### config.mk
export PLATFORM = sky130hd
export DESIGN_NAME = arrt_cell
export DESIGN_NICKNAME = d
export VERILOG_FILES = /design/src/design/arrt_pkg.sv /design/src/design/arrt_cell.sv
export SDC_FILE = /design/constraint.sdc
export NUM_CORES = 1
export LEC_CHECK = 0
export BUFFER_PORTS_ARGS = -buffer_cell sky130_fd_sc_hd__buf_2
export CORE_AREA = 3 3 174 176
export DETAILED_ROUTE_END_ITERATION = 8
export DIE_AREA = 0 0 177 179
export SYNTH_ARGS = -nofsm -noshare
export SYNTH_HDL_FRONTEND = slang
export SYNTH_SLANG_ARGS = --single-unit
### constraint.sdc
create_clock -name clk -period 5.09 [get_ports clk]
set_input_delay 0.509 -clock clk [delete_from_list [all_inputs] [get_ports clk]]
set_output_delay 0.509 -clock clk [all_outputs]
set_load 0.03 [all_outputs]
### src/design/arrt_pkg.sv
`timescale 1ns / 1ps
package arrt_pkg;

    localparam int HANDLE_W = 16;
    localparam int CMD_W    = 2;
    localparam int STATUS_W = 2;

    typedef enum logic [CMD_W-1:0] {
        CMD_REGISTER   = 2'd0,
        CMD_UNREGISTER = 2'd1,
        CMD_LOOKUP     = 2'd2
    } arrt_cmd_t;

    typedef enum logic [STATUS_W-1:0] {
        STS_OK     = 2'd0,
        STS_REJECT = 2'd1,
        STS_MISS   = 2'd2,
        STS_FULL   = 2'd3
    } arrt_status_t;

    typedef enum logic [1:0] {
        S_IDLE,
        S_EVAL,
        S_COMMIT
    } arrt_state_t;

    // control broadcast from the sequencer to every cell
    typedef struct packed {
        logic eval;        // capture the match flag
        logic mode_lookup; // span containment instead of handle compare
        logic wr_update;   // selected cell takes new base and limit
        logic wr_append;   // tail cell takes the whole key
        logic wr_remove;   // cells at or after the match take their neighbor
    } arrt_cell_ctrl_t;

endpackage

### src/design/arrt_cell.sv
`timescale 1ns / 1ps
module arrt_cell #(
    parameter int ADDR_WIDTH = 48
) (
    input  logic                            clk,
    input  arrt_pkg::arrt_cell_ctrl_t       ctrl,
    input  logic                            in_use,
    input  logic                            is_tail,
    input  logic [arrt_pkg::HANDLE_W-1:0]   key_handle,
    input  logic [ADDR_WIDTH-1:0]           key_base,
    input  logic [ADDR_WIDTH:0]             key_limit,
    input  logic [ADDR_WIDTH-1:0]           probe_addr,
    input  logic [ADDR_WIDTH:0]             probe_end,
    input  logic                            prior_in,
    output logic                            prior_out,
    output logic                            sel,
    input  logic [arrt_pkg::HANDLE_W-1:0]   nb_handle,
    input  logic [ADDR_WIDTH-1:0]           nb_base,
    input  logic [ADDR_WIDTH:0]             nb_limit,
    output logic [arrt_pkg::HANDLE_W-1:0]   handle,
    output logic [ADDR_WIDTH-1:0]           base,
    output logic [ADDR_WIDTH:0]             limit
);
    import arrt_pkg::*;

    logic [HANDLE_W-1:0]   handle_reg;
    logic [ADDR_WIDTH-1:0] base_reg;
    logic [ADDR_WIDTH:0]   limit_reg;
    logic                  hit_reg;
    logic                  hit_next;
    logic                  contains;

    // limit holds base + length, so the span fits when it ends at or below it
    assign contains = (probe_addr >= base_reg) && (probe_end <= limit_reg);

    always_comb
    begin
        if (ctrl.mode_lookup)
        begin
            hit_next = in_use && contains;
        end
        else
        begin
            hit_next = in_use && (handle_reg == key_handle);
        end
    end

    always_ff @(posedge clk)
    begin
        if (ctrl.eval)
        begin
            hit_reg <= hit_next;
        end
    end

    // first hit in table order wins
    assign sel       = hit_reg && !prior_in;
    assign prior_out = prior_in || hit_reg;

    always_ff @(posedge clk)
    begin
        if (ctrl.wr_remove && prior_out)
        begin
            handle_reg <= nb_handle;
            base_reg   <= nb_base;
            limit_reg  <= nb_limit;
        end
        else if (ctrl.wr_update && sel)
        begin
            base_reg  <= key_base;
            limit_reg <= key_limit;
        end
        else if (ctrl.wr_append && is_tail)
        begin
            handle_reg <= key_handle;
            base_reg   <= key_base;
            limit_reg  <= key_limit;
        end
    end

    assign handle = handle_reg;
    assign base   = base_reg;
    assign limit  = limit_reg;

endmodule

; ---- Yosys cells after proc, flatten, opt, wreduce, memory -nomap -nowiden
; Cells that the tools add are included.
[op_classes]
n_addsub = 0
n_lt_le_gt_ge = 2
n_div = 0
n_reduce_logical = 12
n_shift = 0
multipliers = 0
eq_ne = 2
mux = 10
n_bitwise = 0
[op_table]
columns = op, count
row1 = 49-bit 2-to-1 mux, 3
row2 = 48-bit 2-to-1 mux, 3
row3 = 49-bit <= comparator, 1
row4 = 48-bit greater-or-equal comparator, 1
row5 = 16-bit 2-to-1 mux, 3
row6 = 16-bit == test, 1
row7 = 1-bit logical AND, 7
row8 = 3-bit nonzero test, 1
row9 = "2-bit != test, second input constant", 1
row10 = 2-bit AND reduction, 1
row11 = 2-bit nonzero test, 1
row12 = 1-bit logical NOT, 1
row13 = 1-bit logical OR, 1
row14 = 1-bit 2-to-1 mux, 1
[totals]
latch_bits = 0
ram_bits = 0
in_bits = 332
output_inout_bits = 115
word_cells = 30
rom_bits = 0
mem_count = 0
reg_bits = 114

; ---- Logic depth before layout (Yosys ltp)
; Gate-level depths: netlist (run 1).
[depth]
ltp_word = 5
mapped_depth = 9
depth_no_buf = 9

; ---- Least setup slack after synthesis (run 1)
; No wires, ideal clock.
[synth_timing]
kind = in2reg
startpoint = input prior_in
endpoint = register base_reg[0] (netlist: base[0]), enable pin
slack_ps = 1168
stages = 5
path_buffers = 2
t_arrival_ps = 3008
setup_ps = 913
t_required_ps = 4177
path_cell_list = or2_2 -> nand2_1 -> buf_2 -> buf_4 -> nand2_1
[synth_between]
elab_chain_len = 4
elab_cells_between_ends = 6
cone_classes = reduce/logical: 6
[synth_rtl]
columns = element, line
row1 = start: declaration, arrt_cell.sv:14  ; input logic prior_in,
row2 = 1-bit logical NOT, arrt_cell.sv:57  ; assign sel = hit_reg && !prior_in;
row3 = 1-bit logical AND, arrt_cell.sv:57
row4 = 1-bit logical AND, arrt_cell.sv:68  ; else if (ctrl.wr_update && sel)
row5 = 3-bit nonzero test (no line) (*), n/a
row6 = end signal: assignment, arrt_cell.sv:65  ; base_reg <= nb_base;
row7 = end signal: assignment, arrt_cell.sv:70  ; base_reg <= key_base;
row8 = end signal: assignment, arrt_cell.sv:76  ; base_reg <= key_base;
row9 = end: declaration, arrt_cell.sv:27  ; logic [ADDR_WIDTH-1:0] base_reg;
; Every way passes the cells marked *; elsewhere a longest branch is shown, timed or not.
; A chain may end at the register's enable or synchronous reset.

; ---- Final worst setup path (run 1)
[layout_timing]
startpoint = register hit_reg
endpoint = register limit_reg[43] (netlist: limit[43]), data pin
[layout_between]
elab_chain_len = 4
elab_cells_between_ends = 6
cone_classes = mux: 2 / reduce/logical: 4
[layout_rtl]
columns = element, line
row1 = start: declaration, arrt_cell.sv:29  ; logic hit_reg;
row2 = start signal: assignment, arrt_cell.sv:52  ; hit_reg <= hit_next;
row3 = 1-bit logical AND, arrt_cell.sv:57
row4 = 1-bit logical AND, arrt_cell.sv:68
row5 = 49-bit 2-to-1 mux, arrt_cell.sv:68
row6 = 49-bit 2-to-1 mux (*), arrt_cell.sv:62  ; if (ctrl.wr_remove && prior_out)
row7 = end signal: assignment, arrt_cell.sv:66  ; limit_reg <= nb_limit;
row8 = end signal: assignment, arrt_cell.sv:71  ; limit_reg <= key_limit;
row9 = end signal: assignment, arrt_cell.sv:77  ; limit_reg <= key_limit;
row10 = end: declaration, arrt_cell.sv:28  ; logic [ADDR_WIDTH:0] limit_reg;
; Marked as above.

==> results of run 1 <==
report_power, final:
part	leakage, nW	internal, mW	switching (mW)
Combinational	3.89	0.340	0.481
Sequential	1.12	1.16	0.0559
Clock	0.256	0.659	0.459
per-layer routing:
metal / up-vias / share of wire (%) / wire length (um)
li1: 3178 / - / -
met1: 2996 / 43 / 11000
met2: 221 / 50 / 12900
met3: 24 / 5.9 / 1530
met4: 4 / 1.2 / 313
met5: - / 0.10 / 27
worst paths after layout:
kind / from / to / slack (ns) / depth (start not counted)
max reg2reg: hit_reg / limit[43] / 2.27 / 4
min reg2reg: handle[13] / hit_reg / 0.91 / 4
min: ctrl[4] / hit_reg / 0.32 / 1
max: hit_reg / limit[43] / 2.27 / 4
worst register-to-register path, delay by kind of cell (launching register included):
| family | cells | cell delay [ns] |
|---|---|---|
| mux | 1 | 0.51 |
| simple gates | 2 | 0.85 |
| buf+inv | 1 | 0.79 |
| flops | 1 | 0.42 |
final cells by class:
type | count | area share [%]
multi-input combinational | 388 | 33.6
sequential | 114 | 32.2
timing repair buffer | 448 | 21.1
tap | 384 | 4.52
clock buffer | 18 | 4.03
inverter | 102 | 3.60
clock inverter | 12 | 0.894
antenna | 2 | 0.0471
kinds of logic (layout without fill, tap and decap cells):
family | Yosys count | in the layout | synth area share (%)
adders and majority gates | 97 | 97 | 16.3
DFF | 114 | 114 | 46.0
AOI/OAI and AO/OA | 79 | 79 | 6.76
muxes | 113 | 113 | 17.1
xor gates and xnor gates | 16 | 16 | 1.88
and+or+nand+nor | 83 | 83 | 5.74
buffers and inverters | 114 | 580 | 6.16
other | 0 | 2 | 0
stage by stage:
stage,power [mW],std cells
4_1_cts,3.20,1466
3_3_place_gp,2.04,1436
5_1_grt,3.32,1467
2_1_floorplan,1.73,616
6_report,3.15,1468
3_5_place_dp,2.06,1436
cells in the final DEF (no fill, tap or decap), types with 3 or more instances in the layout:
cell type / synthesis / routed
buf_2: 6 / 446
edfxtp_1: 114 / 114
mux2_2: 113 / 113
inv_1: 102 / 102
ha_1: 97 / 97
a21oi_1: 35 / 35
nand4_1: 22 / 22
nand2_1: 21 / 19
clkbuf_16: 0 / 17
nand3_1: 13 / 13
xor2_1: 12 / 12
a21o_1: 10 / 10
o21ai_0: 9 / 9
nor2_1: 9 / 8
nor3_1: 7 / 7
nor4_1: 5 / 5
a211oi_1: 5 / 5
clkinv_2: 0 / 5
xnor2_1: 4 / 4
a221o_1: 3 / 3
o21a_1: 3 / 3
==> impl_metrics.toml, run 1 <==
[clock_network]
clk_pin_slew_ns = 0.06
cts_made_buffers = 17
cts_setup_buffers = 0
root_buffer = "clkbuf_16"
cts_resized = 0
cts_buffer_depth = 2
cts.sinks = 114
cts_hold_buf = 0
cts_tree = "yes"
cts_max_level = 4
clkLatencyLatePin_ns = 0.41

[floorplanning]
ios = 447
start_util_pct = 25.8
die_x_um = 177
fp.dieH_um = 179
core_mm2 = 0.0288
die_area_mm2 = 0.0317
rows = 62

[setup_path]
crit_slowest_cell = "buf_4"
worstPathRequired_ns = 5.24
path_delay_family = "simple AND/OR/NAND/NOR gates"
path_class = "flip-flop to flip-flop"
cp_max_fo = 66
end_kind = "flip-flop"
critPathBufInv = 1
start_kind = "flip-flop"
crit_chain = "or2_2, nand2_4, buf_4, mux2_2"
crit_arrival_ns = 2.97
crit_path_max_incr_delay_ns = 0.79

[synth]
ys_seq_elements = 114
synthTopCellsByArea = "edfxtp_1 46%, mux2_2 17%, ha_1 16%, inv_1 5.1%, a21oi_1 2.4%"
synth_cells = 616
yosysTopAreaCell = "edfxtp_1"
synth_edf_count = 114
synth_ff_type = "edfxtp_1"
ys_seq_area_share_pct = 46.0
ys_types = 36
synth_fp_nets = 1045
yosysMostFrequentCell = "edfxtp_1"
yosys_warnings = 0
synth.cell_area_mm2 = 0.00744
syn_avg_cell_area_um2 = 12.1
synthArstFlopShare_pct = 0
synth_common_cells = "114 x edfxtp_1, 113 x mux2_2, 102 x inv_1, 97 x ha_1, 35 x a21oi_1"
synth_top_area_share_pct = 46.0

[placed_design]
place_hpwl_um = 21400
post-place-ws_ns = 1.96
place_congestion = 0.807
numPortBuffers = 446
placedInstanceArea_mm2 = 0.0101

[timing]
setup_viol = 0
slew_viol_final = 0
layout_min_cycle_time_ns = 2.82
rsz0062_at_grt = "false"
fin_tns_setup_ns = 0
tightest_slew_ns = 0.936
setup_ws_ns = 2.27
finalHoldViolCount = 0
max_slew_margin_pct = 37.5
whs_ns = 0.323
max_freq_mhz = 355
fin_crit_sh_pct = 55.3
finClkSkew_ns = 0.0116

[layout]
layout-drive-gt1-share_pct = 55.1
fill_cells = 2929
largest_reg_flops = 49
ff_latch_area_mm2 = 0.00342
final_nets = 1500
multi_input_area_mm2 = 0.00357
syn2layout_area_growth_pct = 43.0
fin_area_mm2 = 0.0106
fin_util_pct = 37.0

[route]
drtIter0Drc = 265
first_pass_iters = 4
wl_um = 25800
wire_per_inst_um = 17.6
drc_errors = 0
vias_per_cell = 4.38
vias = 6423
postRouteAntennaNets = 0

[grt]
grt_max_degree = 67
busiest_layer = "met2"
grt_pass1_vias = 6568
grtUsageMet3_pct = 3.68
antenna_found_initial = 3
met2_usage_pct = 26.2
met1_usage_pct = 18.9
grt_usage_pct = 15.2
grt_pass1_wl_um = 36400
grt_overflow = 0

[power]
ir_drop_mv = 0.150
power_density_mw_per_mm2 = 296
p_leak_nw = 5.27

[flow_run]
cap_violations = 0

[outcome]
status = "complete, no violations"

[worst_hold_path]
hp-class = "primary input to flip-flop"
No activity file was read; power rests on OpenSTA's default activity.
==> run 2, diff against run 1 <==
--- a/config.mk
+++ b/config.mk
@@ -5,10 +5,11 @@
 export SDC_FILE = /design/constraint.sdc
 export NUM_CORES = 1
 export LEC_CHECK = 0
+export ABC_AREA = 1
 export BUFFER_PORTS_ARGS = -buffer_cell sky130_fd_sc_hd__buf_2
-export CORE_AREA = 3 3 174 176
+export CORE_AREA = 3 3 171 173
 export DETAILED_ROUTE_END_ITERATION = 8
-export DIE_AREA = 0 0 177 179
+export DIE_AREA = 0 0 174 176
 export SYNTH_ARGS = -nofsm -noshare
 export SYNTH_HDL_FRONTEND = slang
 export SYNTH_SLANG_ARGS = --single-unit
==> constraint.sdc (replaced) <==
create_clock -name clk -period 2.84 [get_ports clk]
set_input_delay 0.284 -clock clk [delete_from_list [all_inputs] [get_ports clk]]
set_output_delay 0.284 -clock clk [all_outputs]
set_load 0.03 [all_outputs]
==> run 2 against run 1 <==
Non-clock buffer count grew 4. Via count up 5.5%. Largest power group is now clock. Design area increased by 4.5%. Critical endpoint is now hit_reg. Sequential share of layout area shrank 1.4 points.
==> impl_metrics.toml, run 2 <==
[layout]
layout_commonest_cell = "buf_2"
final_nets = 1629
fin_util_pct = 40.0
fill_cells = 2864
layout-drive-gt1-share_pct = 48.9
mostFrequentLayoutCells = "446 x buf_2, 138 x inv_1, 129 x nand2_1"
antennaDiodeCount = 0
syn2layout_area_growth_pct = 42.3
fin_area_mm2 = 0.0111
largest_reg_flops = 49

[power]
power_density_mw_per_mm2 = 542
p_leak_nw = 5.77
p_total_mw = 6.02
ir_drop_mv = 0.372

[route]
wl_um = 25300
vias_per_cell = 4.26
drtIter0Drc = 285
postRouteAntennaNets = 0
first_pass_iters = 4
drc_errors = 0
wire_per_inst_um = 15.9
vias = 6777

[floorplanning]
die_area_mm2 = 0.0306
start_util_pct = 28.1
core_mm2 = 0.0278
die_x_um = 174
rows = 61
fp.dieH_um = 176
ios = 447

[placed_design]
place_congestion = 0.889
post-place-ws_ns = 0.708
placedInstanceArea_mm2 = 0.0105
place_hpwl_um = 21100
numPortBuffers = 446

[synth]
syn_avg_cell_area_um2 = 10.5
synth_cells = 742
synth_edf_count = 114
synth_fp_nets = 1171
yosys_warnings = 0
synthTopCellsByArea = "edfxtp_1 44%, ha_1 16%, mux2_2 14%, inv_1 6.6%, nand2_1 6.2%"
ys_types = 25
synth_common_cells = "138 x inv_1, 129 x nand2_1, 114 x edfxtp_1, 98 x mux2_2, 97 x ha_1"
synth_top_area_share_pct = 43.8
yosysTopAreaCell = "edfxtp_1"
synthArstFlopShare_pct = 0
synth.cell_area_mm2 = 0.00781
ys_seq_area_share_pct = 43.8
ys_seq_elements = 114
synth_ff_type = "edfxtp_1"
yosysMostFrequentCell = "inv_1"

[clock_network]
clkLatencyLatePin_ns = 0.42
root_buffer = "clkbuf_16"
cts_max_level = 4
cts_resized = 0
cts_made_buffers = 17
cts_setup_buffers = 0
cts_buffer_depth = 2
cts_tree = "yes"
cts.sinks = 114
clk_pin_slew_ns = 0.06
cts_hold_buf = 0

[timing]
setup_ws_ns = 0.779
tightest_slew_ns = 0.390
rsz0062_at_grt = "false"
slew_viol_final = 0
max_slew_margin_pct = 73.8
max_freq_mhz = 485
layout_min_cycle_time_ns = 2.06
setup_viol = 0
fin_crit_sh_pct = 72.6
fin_tns_setup_ns = 0
finClkSkew_ns = 0.00708
finalHoldViolCount = 0

[outcome]
status = "complete, no violations"

[setup_path]
start_kind = "flip-flop"
cp_max_fo = 3
worstPathRequired_ns = 3.02
path_class = "flip-flop to flip-flop"
crit_arrival_ns = 2.24
end_kind = "flip-flop"

[grt]
grt_pass1_wl_um = 38100
grt_max_degree = 51
grt_pass1_vias = 7013
grt_overflow = 0
antenna_found_initial = 1
grt_usage_pct = 16.3

[worst_hold_path]
hp-class = "primary input to flip-flop"

[flow_run]
cap_violations = 0
## run 2: path summary, 6_finish.rpt
path              startpoint       to  slack [ns]  depth (start not counted)
hold reg to reg   handle[14]  hit_reg        0.89                          5
setup reg to reg   limit[48]  hit_reg        0.78                         11
hold / removal       ctrl[4]  hit_reg        0.06                          1
setup / recovery   limit[48]  hit_reg        0.78                         11
## run 2: where the power goes
| group | internal [mW] | switching (mW) |
|---|---|---|
| Clock | 1.46 | 0.839 |
| Sequential | 2.07 | 0.0877 |
| Combinational | 0.639 | 0.923 |
| Total | 4.17 | 1.85 |
## run 2: cells by family (layout without fill, tap and decap cells)
family | after synthesis | after routing | synth area share, %
and+or+nand+nor | 200 | 200 | 10.5
buffers and inverters | 151 | 622 | 8.23
DFF | 114 | 114 | 43.8
muxes | 110 | 110 | 16.3
adders and majority gates | 97 | 97 | 15.5
AOI/OAI and AO/OA | 54 | 54 | 3.78
xor gates and xnor gates | 16 | 16 | 1.79
## run 2: critical path, cell delays in order, from the launching register on
cell	delay [ns]
edfxtp_1	0.34
inv_1	0.05
ha_1	0.28
nand2_1	0.10
nor3_1	0.37
nand2_1	0.19
nor2_1	0.12
nand2_1	0.06
nand3_1	0.06
nand2_1	0.10
nand2_1	0.08
a21oi_1	0.06
## run 2: layout make-up
type	count	area (um2)	share of cell area (%)
Multi-Input combinational cell	477	3760	33.8
Sequential cell	114	3420	30.8
Timing Repair Buffer	452	2330	20.9
Inverter	138	518	4.66
Tap cell	378	473	4.26
Clock buffer	18	429	3.86
Clock inverter	14	188	1.69
## run 2: metrics by stage
step,hold WS [ns],instances
finish,0.0647,1591
global route,0.0288,1591
CTS,0.0375,1591
detailed placement,0.495,1559
global placement,0.495,1559
floorplan,0.396,742
## run 2: layer usage
metal / global-route usage [%] / up-vias / part of all wire (%)
li1: - / 3427 / -
met1: 17.5 / 3027 / 38
met2: 30.6 / 294 / 53
met3: 5.18 / 27 / 7.5
met4: 4.66 / 2 / 1.9
met5: 0 / - / 0.047
==> run 3, diff against run 2 <==
==> constraint.sdc (replaced) <==
create_clock -name clk -period 2.15 [get_ports clk]
set_input_delay 0.215 -clock clk [delete_from_list [all_inputs] [get_ports clk]]
set_output_delay 0.215 -clock clk [all_outputs]
set_load 0.03 [all_outputs]
==> run 3 against run 2 <==
Core utilization down 0.17 points. Clock skew up 0.0050 ns. First-iteration DRC count shrank 16%. Sequential power rose by 32%. Critical path depth is 2 higher. Setup slack got worse by 0.61 ns. Fmax grew 3.8%. Critical endpoint unchanged. Highest routed layer is now met4.
==> impl_metrics.toml, run 3 (same netlist as run 2, synthesis figures left out) <==
[timing]
finClkSkew_ns = 0.0121
fin_crit_sh_pct = 92.3
rsz0062_at_grt = "false"
layout_min_cycle_time_ns = 1.99
setup_viol = 0
max_slew_margin_pct = 53.2
finalHoldViolCount = 0
tightest_slew_ns = 0.701
whs_ns = 0.0420
max_freq_mhz = 504
slew_viol_final = 0

[placed_design]
place_hpwl_um = 21300
numPortBuffers = 446
place_congestion = 0.803
dp.cells = 1561

[setup_path]
path_class = "flip-flop to flip-flop"
end_kind = "flip-flop"
worstPathRequired_ns = 2.29
crit_arrival_ns = 2.12
reg2reg_from = "base[47]"
rrSetupSlack_ns = 0.16
r2r_cells = 13
cp_max_fo = 3
start_kind = "flip-flop"
timing.rr.end = "hit_reg"

[floorplanning]
die_area_mm2 = 0.0306
die_x_um = 174
fp.dieH_um = 176
ios = 447
start_util_pct = 28.1
core_mm2 = 0.0278
rows = 61

[route]
first_pass_iters = 6
wire_per_inst_um = 15.7
drc_errors = 0
vias_per_cell = 4.26
vias = 6783
wl_um = 25000
postRouteAntennaNets = 0
drtIter0Drc = 238

[clock_network]
cts_max_level = 4
cts_tree = "yes"
cts_made_buffers = 17
root_buffer = "clkbuf_16"
clk_pin_slew_ns = 0.06
cts_buffer_depth = 2
cts.sinks = 114
cts_setup_buffers = 0
cts_hold_buf = 0
clkLatencyLatePin_ns = 0.41

[power]
p_leak_nw = 5.75
ir_drop_mv = 0.340
power_density_mw_per_mm2 = 691

[worst_hold_path]
min_from = "ctrl[4]"
hold_depth = 1
whs_endpoint = "hit_reg"
hp-class = "primary input to flip-flop"

[grt]
grt_overflow = 0
grt_max_degree = 50
grt_pass1_vias = 7074
grt_pass1_wl_um = 37500
antenna_found_initial = 1
grt_usage_pct = 15.8

[layout]
layout-drive-gt1-share_pct = 49.3
layout_commonest_cell = "buf_2"
syn2layout_area_growth_pct = 41.7
largest_reg_flops = 49
mostFrequentLayoutCells = "446 x buf_2, 138 x inv_1, 128 x nand2_1"
finalNonFillerCells = 1592
final_nets = 1631
fin_util_pct = 39.8

[flow_run]
cap_violations = 0

[outcome]
status = "complete, no violations"
[run 3: changes by cell type in the layout (fill, tap and decap cells not counted), moves of 2 or more]
cell and change:
nor2_2 +2, buf_4 +4, clkinv_1 +4, bufinv_16 -2, buf_12 -2, nor2_1 -3
[run 3: worst max-delay path, cell delays in order (launching register included)]
cell	delay, ns
edfxtp_1	0.41
inv_1	0.09
ha_1	0.24
nand2_1	0.10
nor2_2	0.06
and2_4	0.14
nand2_2	0.10
inv_1	0.09
nand2_1	0.06
nand2_1	0.08
nor2_4	0.11
nand3_2	0.10
nand2_1	0.08
a21oi_1	0.05
[run 3: worst max path at each step]
stage / slack, ns / startpoint / depth (start not counted) / to
2_1_floorplan: -0.20 / hit_reg / 6 / base[0]
3_5_place_dp: -0.06 / base[47] / 13 / hit_reg
4_1_cts: 0.04 / base[45] / 13 / hit_reg
6_report: 0.16 / base[47] / 13 / hit_reg
5_1_grt: 0.001 / base[23] / 11 / hit_reg
3_3_place_gp: -0.1 / base[45] / 13 / hit_reg
[run 3: what timing repair did]
action                     4_1_cts  5_1_grt
setup endpoints to repair        1        1
gates resized for setup          4        5
pin swaps                        0        2
[run 3: final cells by class]
| cell class | count | area (um2) |
|---|---|---|
| flip-flops and latches | 114 | 3420 |
| repair buffers | 454 | 2320 |
| clock buffers | 17 | 425 |
| multi-input cells | 477 | 3790 |
| diodes | 1 | 2.50 |
| fillers | 2886 | 16700 |
| inverters | 138 | 518 |
| well taps | 378 | 473 |
| clock inverters | 13 | 121 |
[run 3: report_power, final]
group / total, mW / switching [mW] / internal [mW]
Sequential: 2.85 / 0.115 / 2.73
Clock: 2.74 / 1.07 / 1.67
Combinational: 2.07 / 1.22 / 0.846
[run 3: per-stage QoR]
step | cell area [um2] | power (mW) | TNS, ns | setup WS [ns]
5_1_grt | 11100 | 8.09 | 0 | 0.00101
3_3_place_gp | 10500 | 4.95 | -0.0964 | -0.0964
3_5_place_dp | 10500 | 4.98 | -0.0639 | -0.0639
6_report | 11100 | 7.65 | 0 | 0.165
4_1_cts | 11000 | 7.78 | 0 | 0.0363
2_1_floorplan | 7820 | 4.17 | -22.24 | -0.200
[run 3: metal layers]
layer | wire length (um) | track usage (%) | share of wire [%] | up-vias
met3 | 1900 | 4.82 | 7.6 | 15
met4 | 309 | 3.55 | 1.2 | 0
met1 | 9480 | 17.0 | 38 | 3047
met2 | 13300 | 30.3 | 53 | 294
li1 | - | - | - | 3427
met5 | 0 | 0 | 0 | -
